[src/hdl/bfpa_pkg.sv]
package bfpa_pkg;

  localparam int ADDR_W = 32;
  localparam int CNT_W  = 13;
  localparam int STAT_W = 2;
  localparam int CFG_IDX_W = 1;

  localparam logic OP_ALLOC = 1'b0;
  localparam logic OP_FREE  = 1'b1;

  localparam logic [STAT_W-1:0] ST_ALLOC = 2'd0;
  localparam logic [STAT_W-1:0] ST_FREED = 2'd1;
  localparam logic [STAT_W-1:0] ST_FAIL  = 2'd2;

  localparam logic [CFG_IDX_W-1:0] CFG_PAGES = 1'b0;
  localparam logic [CFG_IDX_W-1:0] CFG_BASE  = 1'b1;

  localparam logic [CNT_W-1:0]  PAGES_RST = 13'd4096;
  localparam logic [ADDR_W-1:0] BASE_RST  = 32'h0020_0000;

  typedef struct packed {
    logic              opcode;
    logic [CNT_W-1:0]  page_total;
    logic [ADDR_W-1:0] free_address;
  } in_item_t;

  typedef struct packed {
    logic [ADDR_W-1:0] region_address;
    logic [STAT_W-1:0] status;
  } out_item_t;

  typedef enum logic [3:0] {
    S_CLEAR,
    S_IDLE,
    S_SCAN,
    S_PICK,
    S_MARK,
    S_ADDR,
    S_DIVGO,
    S_DIV,
    S_FEND,
    S_FRANGE,
    S_FCLR,
    S_RESP
  } state_e;

endpackage

[src/hdl/bfpa_div.sv]
module bfpa_div
  import bfpa_pkg::*;
#(
  parameter int DIVISOR = 4096
) (
  input  logic              clk_i,
  input  logic              rst_ni,
  input  logic              start_i,
  input  logic [ADDR_W-1:0] dividend_i,
  output logic              done_o,
  output logic [ADDR_W-1:0] quot_o
);

  // The quotient is floor(n * MAGIC / 2^QSH), exact for every 32-bit n. The
  // 33-bit MAGIC is split in two halves that share one 32 x 17 multiplier.
  localparam int SHIFT = $clog2(DIVISOR);
  localparam int QSH   = ADDR_W + SHIFT;
  localparam int MW    = ADDR_W + 1;
  localparam int LO_W  = 17;
  localparam int PW    = ADDR_W + LO_W;
  localparam int ACC_W = ADDR_W + MW;
  localparam logic [63:0] MAGIC = ((64'd1 << QSH) / 64'(DIVISOR)) + 64'd1;
  localparam logic [LO_W-1:0] M_LO = MAGIC[LO_W-1:0];
  localparam logic [LO_W-1:0] M_HI = LO_W'(MAGIC[MW-1:LO_W]);

  localparam logic [1:0] STEP_LO  = 2'd0;
  localparam logic [1:0] STEP_HI  = 2'd1;
  localparam logic [1:0] STEP_SUM = 2'd2;

  logic              busy_q, busy_d;
  logic              done_q, done_d;
  logic [1:0]        step_q, step_d;
  logic [ADDR_W-1:0] work_q, work_d;
  logic [PW-1:0]     prod_q, prod_d;
  logic [ACC_W-1:0]  acc_q, acc_d;
  logic [LO_W-1:0]   mul_b;
  logic [PW-1:0]     mul_p;
  logic [ACC_W-1:0]  quot_full;

  always_comb begin
    mul_b  = (step_q == STEP_LO) ? M_LO : M_HI;
    mul_p  = PW'(work_q) * PW'(mul_b);
    busy_d = busy_q;
    done_d = 1'b0;
    step_d = step_q;
    work_d = work_q;
    prod_d = prod_q;
    acc_d  = acc_q;
    if (start_i) begin
      busy_d = 1'b1;
      step_d = STEP_LO;
      work_d = dividend_i;
    end else if (busy_q) begin
      unique case (step_q)
        STEP_LO: begin
          prod_d = mul_p;
          step_d = STEP_HI;
        end
        STEP_HI: begin
          acc_d  = ACC_W'(prod_q);
          prod_d = mul_p;
          step_d = STEP_SUM;
        end
        default: begin
          acc_d  = acc_q + (ACC_W'(prod_q) << LO_W);
          busy_d = 1'b0;
          done_d = 1'b1;
        end
      endcase
    end
  end

  always_ff @(posedge clk_i or negedge rst_ni) begin
    if (!rst_ni) begin
      busy_q <= 1'b0;
      done_q <= 1'b0;
      step_q <= STEP_LO;
    end else begin
      busy_q <= busy_d;
      done_q <= done_d;
      step_q <= step_d;
    end
  end

  always_ff @(posedge clk_i) begin
    work_q <= work_d;
    prod_q <= prod_d;
    acc_q  <= acc_d;
  end

  assign quot_full = acc_q >> QSH;
  assign done_o    = done_q;
  assign quot_o    = quot_full[ADDR_W-1:0];

endmodule

[config.mk]
export PLATFORM = sky130hd
export DESIGN_NAME = bfpa_div
export DESIGN_NICKNAME = d
export VERILOG_FILES = /design/src/hdl/bfpa_pkg.sv /design/src/hdl/bfpa_div.sv
export SDC_FILE = /design/constraint.sdc
export NUM_CORES = 1
export LEC_CHECK = 0
export BUFFER_PORTS_ARGS = -buffer_cell sky130_fd_sc_hd__buf_4
export CORE_ASPECT_RATIO = 0.8
export CORE_MARGIN = 5
export CORE_UTILIZATION = 40
export CTS_CLUSTER_SIZE = 30
export DETAILED_ROUTE_END_ITERATION = 10
export GPL_ROUTABILITY_DRIVEN = 0
export GPL_TIMING_DRIVEN = 0
export PLACE_DENSITY = 0.57
export SLEW_MARGIN = 20
export SYNTH_ARGS = -nofsm -noshare
export SYNTH_HDL_FRONTEND = slang
export SYNTH_SLANG_ARGS = --single-unit
[constraint.sdc]
create_clock -name clk_i -period 7.06 [get_ports clk_i]
set_clock_uncertainty 0.15 [all_clocks]
set_input_delay 0 -clock clk_i [delete_from_list [all_inputs] [get_ports clk_i]]
set_output_delay 0 -clock clk_i [all_outputs]
set_load 0.02 [all_outputs]
==> results.json, run 1 <==
{
  "status": "completed",
  "synth_edf_count": 128,
  "cp_cell_sequence": "ha_1 > fa_1 > a21o_1 > a221oi_2 > o22ai_1 > a21oi_1 > o21bai_1 > a21oi_1 > o21ai_0 > mux2i_1",
  "crit_path_max_fanout": 4,
  "vdd_drop_max_mv": 0.157,
  "htreeDepth": 4,
  "avgRoutedWirePerCell_um": 17.4,
  "start_util": 0.404,
  "grt_pass1_wl_um": 38000,
  "finish.utilization": 0.491,
  "place_ws_ns": 3.64,
  "io_pins": 68,
  "synth_area_per_cell_um2": 9.73,
  "die_height_um": 144,
  "p_leak_nw": 4.52,
  "crit_required_ns": 7.07,
  "antenna_found_initial": 0,
  "synth_ff_type": "edfxtp_1",
  "finalCriticalPeriod_ns": 3.51,
  "start_kind": "flop",
  "hold_viol": 0,
  "insertion_delay_ns": 0.43,
  "yosys.area.top_type": "edfxtp_1",
  "r2r_slack_ns": 3.55,
  "cts_inserted_buffers": 17,
  "synth-seq-cells": 132,
  "ys_async_sr_fraction": 0.0303,
  "drc": 0,
  "grt_pass1_vias": 6947,
  "min_from": "dividend_i[1]",
  "design.core.area_um2": 22300,
  "hold_path_class": "primary input to flop",
  "worstSetupPathType": "flop to flop",
  "n_antenna_cell": 0,
  "synth.distinct_cells": 57,
  "min_period_over_period": 0.498,
  "synth_top_cell_area_share": 0.426,
  "arrival_ns": 3.53,
  "powerDensity_nw_per_um2": 493,
  "setup_ws_ns": 3.55,
  "ctsResizeCount": 0,
  "dp.final_hpwl_um": 19000,
  "via_per_inst": 5.26,
  "cp-end-kind": "flop",
  "r2r-start": "prod_q[0]",
  "fmax_mhz": 284,
  "worst-path-buf-inv": 0,
  "synth_common_cells": "nand2_1, edfxtp_1, a21oi_1",
  "cap_viol_max_count": 0,
  "yosys_warnings": 0,
  "clockBufferDepth": 2,
  "vias": 7291,
  "core.rowCount": 49,
  "grt_overflow": 0,
  "setup_tns_ns": 0,
  "numClockSinks": 132,
  "cp_common_cell": "a21oi_1",
  "yosys-top-cells-area": "edfxtp_1, ha_1, nand2_1",
  "dpl_cell_area_um2": 10000,
  "hold_path_depth": 2,
  "crit_path_top_delay_cell": "edfxtp_1",
  "drive_above_1_share": 0.130,
  "dr.pass1.iters": 6,
  "die_x_um": 178,
  "nets": 1186,
  "nFillCells": 2114,
  "io_buffers": 56,
  "syn_area_um2": 9020,
  "setup_viol": 0,
  "die_area_um2": 25700,
  "cts-root-buf": "clkbuf_16",
  "r2r_cells": 10,
  "synth.most_common_cell": "nand2_1",
  "postRouteAntennaNets": 0,
  "slew_violations": 0,
  "design_area_um2": 11000,
  "cts_tree": "yes",
  "slowest_delay_ns": 0.42,
  "gr-usage-all-layers": 0.194,
  "worst_slew_margin_rel": 0.372,
  "worst_pin_slew_ns": 0.942,
  "rsz0062_at_grt": "false",
  "worst_hold_path.endpoint": "work_q[1]",
  "seq_area_frac_synth": 0.437,
  "first_iter_violations": 645,
  "synth_cells": 927,
  "synthToLayoutAreaGrowth_pct": 21.6,
  "critPathTopFamily": "compound AO/OA/AOI/OAI gates",
  "grt_max_degree": 36,
  "path_clk_slew_ns": 0.07,
  "r2r_end": "acc_q[61]",
  "routed_wl_um": 24200
}
-- cell type report --
class                   count  area (µm²)  share of cell area
multi-input cells         748        4790               0.436
flip-flops and latches    132        3940               0.360
repair buffers             95         866              0.0790
clock buffers              17         425              0.0388
well taps                 306         383              0.0349
plain buffers              57         340              0.0310
clock inverters            15         159              0.0145
inverters                  17        63.8             0.00582
-- logic make-up after synthesis --
group                      after synthesis  share of synthesized area
and+or+nand+nor                        313                      0.153
AOI/OAI and AO/OA                      258                      0.183
DFF                                    132                      0.437
adders and majority gates               83                      0.117
buffers and inverters                   74                     0.0448
xor gates and xnor gates                61                     0.0592
muxes                                    5                    0.00555
other                                    1                   0.000416
-- cell usage in the layout (no fill, tap or decap), types with 5 or more instances in the layout --
master	n
o21bai_1	11
dlygate4sd3_1	35
a211oi_1	13
o21ai_0	50
xnor2_1	34
clkbuf_1	23
xor2_1	27
clkbuf_16	17
a21oi_1	100
and3_1	5
inv_1	17
o21a_1	8
nor3_1	19
nand2_1	135
inv_6	6
a31oi_1	6
and2_1	18
o31ai_1	5
nand4_1	22
inv_8	5
conb_1	28
nor2_1	86
edfxtp_1	128
nand3_1	7
o211ai_1	6
a21o_1	29
buf_4	88
ha_1	81
mux2i_1	5
-- metal layers --
| metal | global-route usage | wire length (µm) | up-vias |
|---|---|---|---|
| li1 | - | - | 3627 |
| met1 | 0.293 | 12000 | 3401 |
| met2 | 0.287 | 10300 | 233 |
| met3 | 0.0337 | 1450 | 30 |
| met4 | 0.0517 | 403 | 0 |
| met5 | 0 | 0 | - |
-- report_power, final --
part	internal (W)	switching (W)	leakage, nW
registers	0.00127	0.000170	1.27
clock network	0.000503	0.000401	0.285
logic	0.00120	0.00187	2.96
total	0.00297	0.00244	4.52
-- worst max path at each step --
stage | depth (start not counted) | from | slack [ns] | to
2_1_floorplan | 3 | step_q[1] | 3.75 | acc_q[17]
3_3_place_gp | 3 | step_q[1] | 2.28 | acc_q[35]
3_5_place_dp | 9 | prod_q[2] | 3.64 | acc_q[62]
4_1_cts | 9 | prod_q[2] | 3.61 | acc_q[62]
5_1_grt | 9 | prod_q[2] | 3.46 | acc_q[62]
6_report | 10 | prod_q[0] | 3.55 | acc_q[61]
-- stage by stage --
| step | std cells | power, W | hold WS (ns) |
|---|---|---|---|
| 3_5_place_dp | 1320 | 0.00442 | -0.350 |
| 2_1_floorplan | 954 | 0.00361 | -0.446 |
| 6_report | 1387 | 0.00541 | 0.133 |
| 4_1_cts | 1387 | 0.00537 | 0.111 |
| 5_1_grt | 1387 | 0.00583 | 0.112 |
| 3_3_place_gp | 1316 | 0.00437 | -0.353 |
-- flip-flops by register name, indices dropped and copies added (netlist names) --
signal	flops
acc_q	48
busy_q	1
done_o	1
prod_q	48
step_q	2
work_q	32
-- repair_timing --
action / CTS / global route
buffers inserted: 0 / 0
hold endpoints to repair: 70 / 0
hold buffers: 35 / 0
No activity file was read; power rests on OpenSTA's default activity.
==> inputs of run 2 (changes only) <==
--- a/config.mk
+++ b/config.mk
@@ -13,7 +13,7 @@
 export DETAILED_ROUTE_END_ITERATION = 10
 export GPL_ROUTABILITY_DRIVEN = 0
 export GPL_TIMING_DRIVEN = 0
-export PLACE_DENSITY = 0.57
+export PLACE_DENSITY = 0.59
 export SLEW_MARGIN = 20
 export SYNTH_ARGS = -nofsm -noshare
 export SYNTH_HDL_FRONTEND = slang
==> constraint.sdc (replaced) <==
create_clock -name clk_i -period 3.2 [get_ports clk_i]
set_clock_uncertainty 0.15 [all_clocks]
set_input_delay 0 -clock clk_i [delete_from_list [all_inputs] [get_ports clk_i]]
set_output_delay 0 -clock clk_i [all_outputs]
set_load 0.02 [all_outputs]
==> run 2 against run 1 <==
Worst hold slack worse by 0.0054 ns; design area increased by 1.8%; largest cell class unchanged; core utilization increased by 0.89 points; critical path depth fell by 1; sequential power up 120%.
==> results.json, run 2 (same netlist as run 1, synthesis figures left out) <==
{
  "cp-end-kind": "flop",
  "start_util": 0.404,
  "worstSetupPathType": "flop to flop",
  "seq_area_um2": 3940,
  "cts_tree": "yes",
  "drive_above_1_share": 0.151,
  "io_buffers": 56,
  "nets": 1192,
  "worst_slew_margin_rel": 0.492,
  "grt_overflow": 0,
  "multi_input_area_um2": 4900,
  "via_per_inst": 5.22,
  "routed_wl_um": 24200,
  "arrival_ns": 3.19,
  "powerDensity_nw_per_um2": 1100,
  "setup_ws_ns": 0.0309,
  "htreeDepth": 4,
  "hold_path_depth": 2,
  "postRouteAntennaNets": 0,
  "path_clk_slew_ns": 0.06,
  "fmax_mhz": 316,
  "dp.final_hpwl_um": 18700,
  "drc": 0,
  "dr_wl_met2_um": 10400,
  "worst_hold_path.endpoint": "work_q[1]",
  "synthToLayoutAreaGrowth_pct": 23.8,
  "r2r_end": "acc_q[62]",
  "grt_pass1_vias": 6700,
  "design_area_um2": 11200,
  "r2r-start": "prod_q[1]",
  "final_common_cell": "nand2_1",
  "die_area_um2": 25700,
  "nFillCells": 2078,
  "dr.pass1.iters": 5,
  "cts_inserted_buffers": 17,
  "die_height_um": 144,
  "vdd_drop_max_mv": 0.405,
  "holdWs_ns": 0.127,
  "highest_layer": "met4",
  "grt_pass1_wl_um": 37200,
  "die_x_um": 178,
  "start_kind": "flop",
  "numClockSinks": 132,
  "crit_required_ns": 3.22,
  "min_from": "dividend_i[1]",
  "n_antenna_cell": 0,
  "worst_pin_slew_ns": 0.760,
  "power.total_w": 0.0123,
  "hold_path_class": "primary input to flop",
  "io_pins": 68,
  "r2r_cells": 9,
  "rsz0062_at_grt": "true",
  "place_ws_ns": -0.255,
  "finalCriticalPeriod_ns": 3.17,
  "first_iter_violations": 683,
  "vias": 7278,
  "reg_top3": "acc_q x48, prod_q x48, work_q x32",
  "crit_path_max_fanout": 5,
  "cts-root-buf": "clkbuf_16",
  "antenna_found_initial": 0,
  "cap_viol_max_count": 0,
  "clockBufferDepth": 2,
  "setup_tns_ns": 0,
  "insertion_delay_ns": 0.43,
  "dpl_cell_area_um2": 10000,
  "grt_max_degree": 36,
  "avgRoutedWirePerCell_um": 17.4,
  "layout_common_cells": "nand2_1, edfxtp_1, a21oi_1, buf_4, nor2_1",
  "design.core.area_um2": 22300,
  "route.met3.wl_um": 1510,
  "p_leak_nw": 4.59,
  "hold_viol": 0,
  "core.rowCount": 49,
  "gr-usage-all-layers": 0.191,
  "setup_viol": 0,
  "wl_met1_um": 11900,
  "min_period_over_period": 0.990,
  "r2r_slack_ns": 0.03,
  "status": "completed",
  "slew_violations": 0
}
[run 2: worst max-delay path, cell delays in order (launching register included)]
cell and delay (ns):
edfxtp_1 0.46, ha_1 0.34, a211oi_1 0.08, o21bai_2 0.28, a211oi_1 0.14, a211oi_2 0.45, a31oi_2 0.24, o31ai_2 0.36
a41oi_2 0.25, mux2i_1 0.17
[run 2: cell type report]
| type | instances | share of cell area |
|---|---|---|
| inverter | 17 | 0.00571 |
| buffer | 57 | 0.0305 |
| clock inverter | 15 | 0.0197 |
| sequential | 132 | 0.353 |
| multi-input combinational | 748 | 0.439 |
| tap | 306 | 0.0343 |
| timing repair buffer | 101 | 0.0798 |
| clock buffer | 17 | 0.0381 |
[run 2: layer usage]
| metal | track usage | vias up |
|---|---|---|
| met5 | 0 | - |
| met4 | 0.0500 | 0 |
| met3 | 0.0400 | 24 |
| met2 | 0.281 | 225 |
| met1 | 0.286 | 3380 |
| li1 | - | 3649 |
[run 2: worst max path at each step]
stage               startpoint         to  slack [ns]
detailed placement   prod_q[0]  acc_q[61]       -0.26
finish               prod_q[1]  acc_q[62]        0.03
global route         prod_q[1]  acc_q[62]       -0.04
global placement       start_i  prod_q[2]       -0.76
CTS                  prod_q[0]  acc_q[61]       -0.03
floorplan               busy_q  prod_q[0]         0.1
[run 2: report_power, final]
part           switching [W]  internal (W)
Clock               0.000847       0.00133
Sequential          0.000388       0.00280
Combinational        0.00419       0.00275
Total                0.00543       0.00688
[run 2: per-stage QoR]
stage | std cells | utilization
final | 1393 | 0.500
after global routing | 1393 | 0.500
after CTS | 1389 | 0.495
after detailed placement | 1319 | 0.448
after global placement | 1316 | 0.445
after floorplan | 954 | -
[run 2: what timing repair did]
action                                  in CTS  in global routing
cloned                                       0                  0
pin swaps                                    3                  7
buffers inserted                             3                  4
endpoints found under the hold margin       70                  0
endpoints found under the setup margin      11                 15
hold buffers                                35                  0
gates resized for setup                      5                 19
==> inputs of run 3 (changes only) <==
--- a/config.mk
+++ b/config.mk
@@ -7,7 +7,7 @@
 export LEC_CHECK = 0
 export BUFFER_PORTS_ARGS = -buffer_cell sky130_fd_sc_hd__buf_4
 export CORE_ASPECT_RATIO = 0.8
-export CORE_MARGIN = 5
+export CORE_MARGIN = 4
 export CORE_UTILIZATION = 40
 export CTS_CLUSTER_SIZE = 30
 export DETAILED_ROUTE_END_ITERATION = 10
==> run 3 against run 2 <==
Design area about the same; count of clock-buffer cells in the layout increased by 3; combinational power increased by 3.0%; power decreased by 0.89%; sequential share of layout area about the same; cell count decreased by 0.22%; global-route usage increased by 0.18 points; critical endpoint is now acc_q[59]; largest cell class unchanged.
==> results.json, run 3 (same netlist as run 1, synthesis figures left out) <==
{
  "status": "completed",
  "n_antenna_cell": 0,
  "hold_viol": 0,
  "setup_ws_ns": 0.0249,
  "antenna_found_initial": 0,
  "r2r_slack_ns": 0.02,
  "cp_cell_sequence": "ha_4 > fa_2 > a21o_1 > a221oi_4 > o21ba_4 > o31a_4 > o31ai_4 > buf_12 > a211oi_4 > o21bai_2 > mux2i_1",
  "swShare": 0.448,
  "p_sw_w": 0.00546,
  "first_iter_violations": 716,
  "clkPwrFrac": 0.152,
  "layout_common_cells": "nand2_1, edfxtp_1, buf_4, a21oi_1, nor2_1",
  "via_per_inst": 5.26,
  "r2r-start": "prod_q[0]",
  "insertion_delay_ns": 0.43,
  "slew_violations": 0,
  "path_clk_slew_ns": 0.07,
  "powerDensity_nw_per_um2": 1090,
  "slowest_delay_ns": 0.46,
  "cts-root-buf": "clkbuf_16",
  "cts_tree": "yes",
  "critPathTopFamily": "compound AO/OA/AOI/OAI gates",
  "rsz0062_at_grt": "true",
  "intPower_w": 0.00674,
  "crit_required_ns": 3.22,
  "dr.pass1.iters": 8,
  "hold_path_depth": 2,
  "start_kind": "flop",
  "vdd_drop_max_mv": 0.378,
  "crit_path_top_delay_cell": "edfxtp_1",
  "nets": 1195,
  "power_frac_seq": 0.262,
  "min_period_over_period": 0.992,
  "avgRoutedWirePerCell_um": 17.2,
  "arrival_ns": 3.19,
  "final_common_cell": "nand2_1",
  "die_area_um2": 25000,
  "nFillCells": 2015,
  "worst_hold_path.endpoint": "work_q[1]",
  "grt_pass1_vias": 6832,
  "cts_inserted_buffers": 17,
  "r2r_cells": 11,
  "grt_max_degree": 36,
  "vias": 7305,
  "worst-path-buf-inv": 1,
  "drc": 0,
  "cap_viol_max_count": 0,
  "io_buffers": 56,
  "htreeDepth": 4,
  "reg_top3": "acc_q x48, prod_q x48, work_q x32",
  "setup_tns_ns": 0,
  "worst_slew_margin_rel": 0.486,
  "finalCriticalPeriod_ns": 3.18,
  "combPwrFrac": 0.586,
  "worst_pin_slew_ns": 0.769,
  "grt_overflow": 0,
  "routed_wl_um": 23900,
  "gr-usage-all-layers": 0.193,
  "postRouteAntennaNets": 0,
  "dp.final_hpwl_um": 18700,
  "core.rowCount": 48,
  "grt_pass1_wl_um": 37400,
  "clockBufferDepth": 2,
  "worstSetupPathType": "flop to flop",
  "place_ws_ns": -0.234,
  "start_util": 0.412,
  "numClockSinks": 132,
  "die_x_um": 176,
  "cp-end-kind": "flop",
  "min_from": "dividend_i[1]",
  "hold_path_class": "primary input to flop",
  "r2r_end": "acc_q[59]",
  "setup_viol": 0,
  "crit_path_max_fanout": 6,
  "p_leak_nw": 4.58,
  "fmax_mhz": 315,
  "design.core.area_um2": 21900,
  "drive_above_1_share": 0.155,
  "die_height_um": 142,
  "synthToLayoutAreaGrowth_pct": 23.8,
  "io_pins": 68
}
-- run 3: cell type report --
type / instances / area (µm²) / share of cell area
tap: 300 / 375 / 0.0336
timing repair buffer: 105 / 941 / 0.0843
inverter: 17 / 63.8 / 0.00572
clock inverter: 12 / 120 / 0.0108
buffer: 56 / 337 / 0.0302
multi-input combinational: 748 / 4940 / 0.443
clock buffer: 20 / 437 / 0.0391
sequential: 132 / 3940 / 0.353
-- run 3: worst max path at each step --
stage / start / end / slack, ns / cells past startpoint
final: prod_q[0] / acc_q[59] / 0.02 / 11
after detailed placement: prod_q[0] / acc_q[61] / -0.23 / 10
after global routing: prod_q[4] / acc_q[52] / -0.09 / 10
after floorplan: busy_q / prod_q[0] / 0.1 / 2
after global placement: start_i / prod_q[4] / -0.81 / 3
after CTS: prod_q[0] / acc_q[59] / -0.04 / 10
-- run 3: routing by layer --
metal / wire length (µm) / track usage
met1: 11700 / 0.293
met5: 0 / 0
met2: 9980 / 0.280
met4: 284 / 0.0422
met3: 1920 / 0.0446
-- run 3: timing repair --
item / CTS / global route
cloned: 0 / 0
setup endpoints to repair: 11 / 22
buffers inserted: 1 / 11
endpoints found under the hold margin: 70 / 0
resized for setup: 7 / 22
pin swaps: 2 / 14
hold buffers: 35 / 0
-- run 3: power groups by stage --
| stage | combinational (W) | clock (W) | sequential, W |
|---|---|---|---|
| after floorplan | 0.00495 | 0 | 0.00300 |
| after global placement | 0.00640 | 0 | 0.00323 |
| after detailed placement | 0.00648 | 0 | 0.00321 |
| after CTS | 0.00663 | 0.00190 | 0.00318 |
| after global routing | 0.00796 | 0.00197 | 0.00323 |
| final | 0.00715 | 0.00186 | 0.00320 |
-- run 3: worst register-to-register path, stage by stage, from the launching register on --
cell	delay, ns
edfxtp_1	0.46
ha_4	0.21
fa_2	0.37
a21o_1	0.23
a221oi_4	0.36
o21ba_4	0.21
o31a_4	0.15
o31ai_4	0.07
buf_12	0.15
a211oi_4	0.30
o21bai_2	0.13
mux2i_1	0.13
-- run 3: metrics by stage --
stage                     instance area (µm²)  instances  total power [W]   util  hold WS, ns
after floorplan                          9120        954          0.00795      -       -0.446
after global placement                   9920       1310          0.00963  0.454       -0.354
after detailed placement                10000       1313          0.00969  0.458       -0.353
after CTS                               11000       1381           0.0117  0.501        0.122
after global routing                    11200       1390           0.0132  0.511        0.137
final                                   11200       1390           0.0122  0.511        0.134
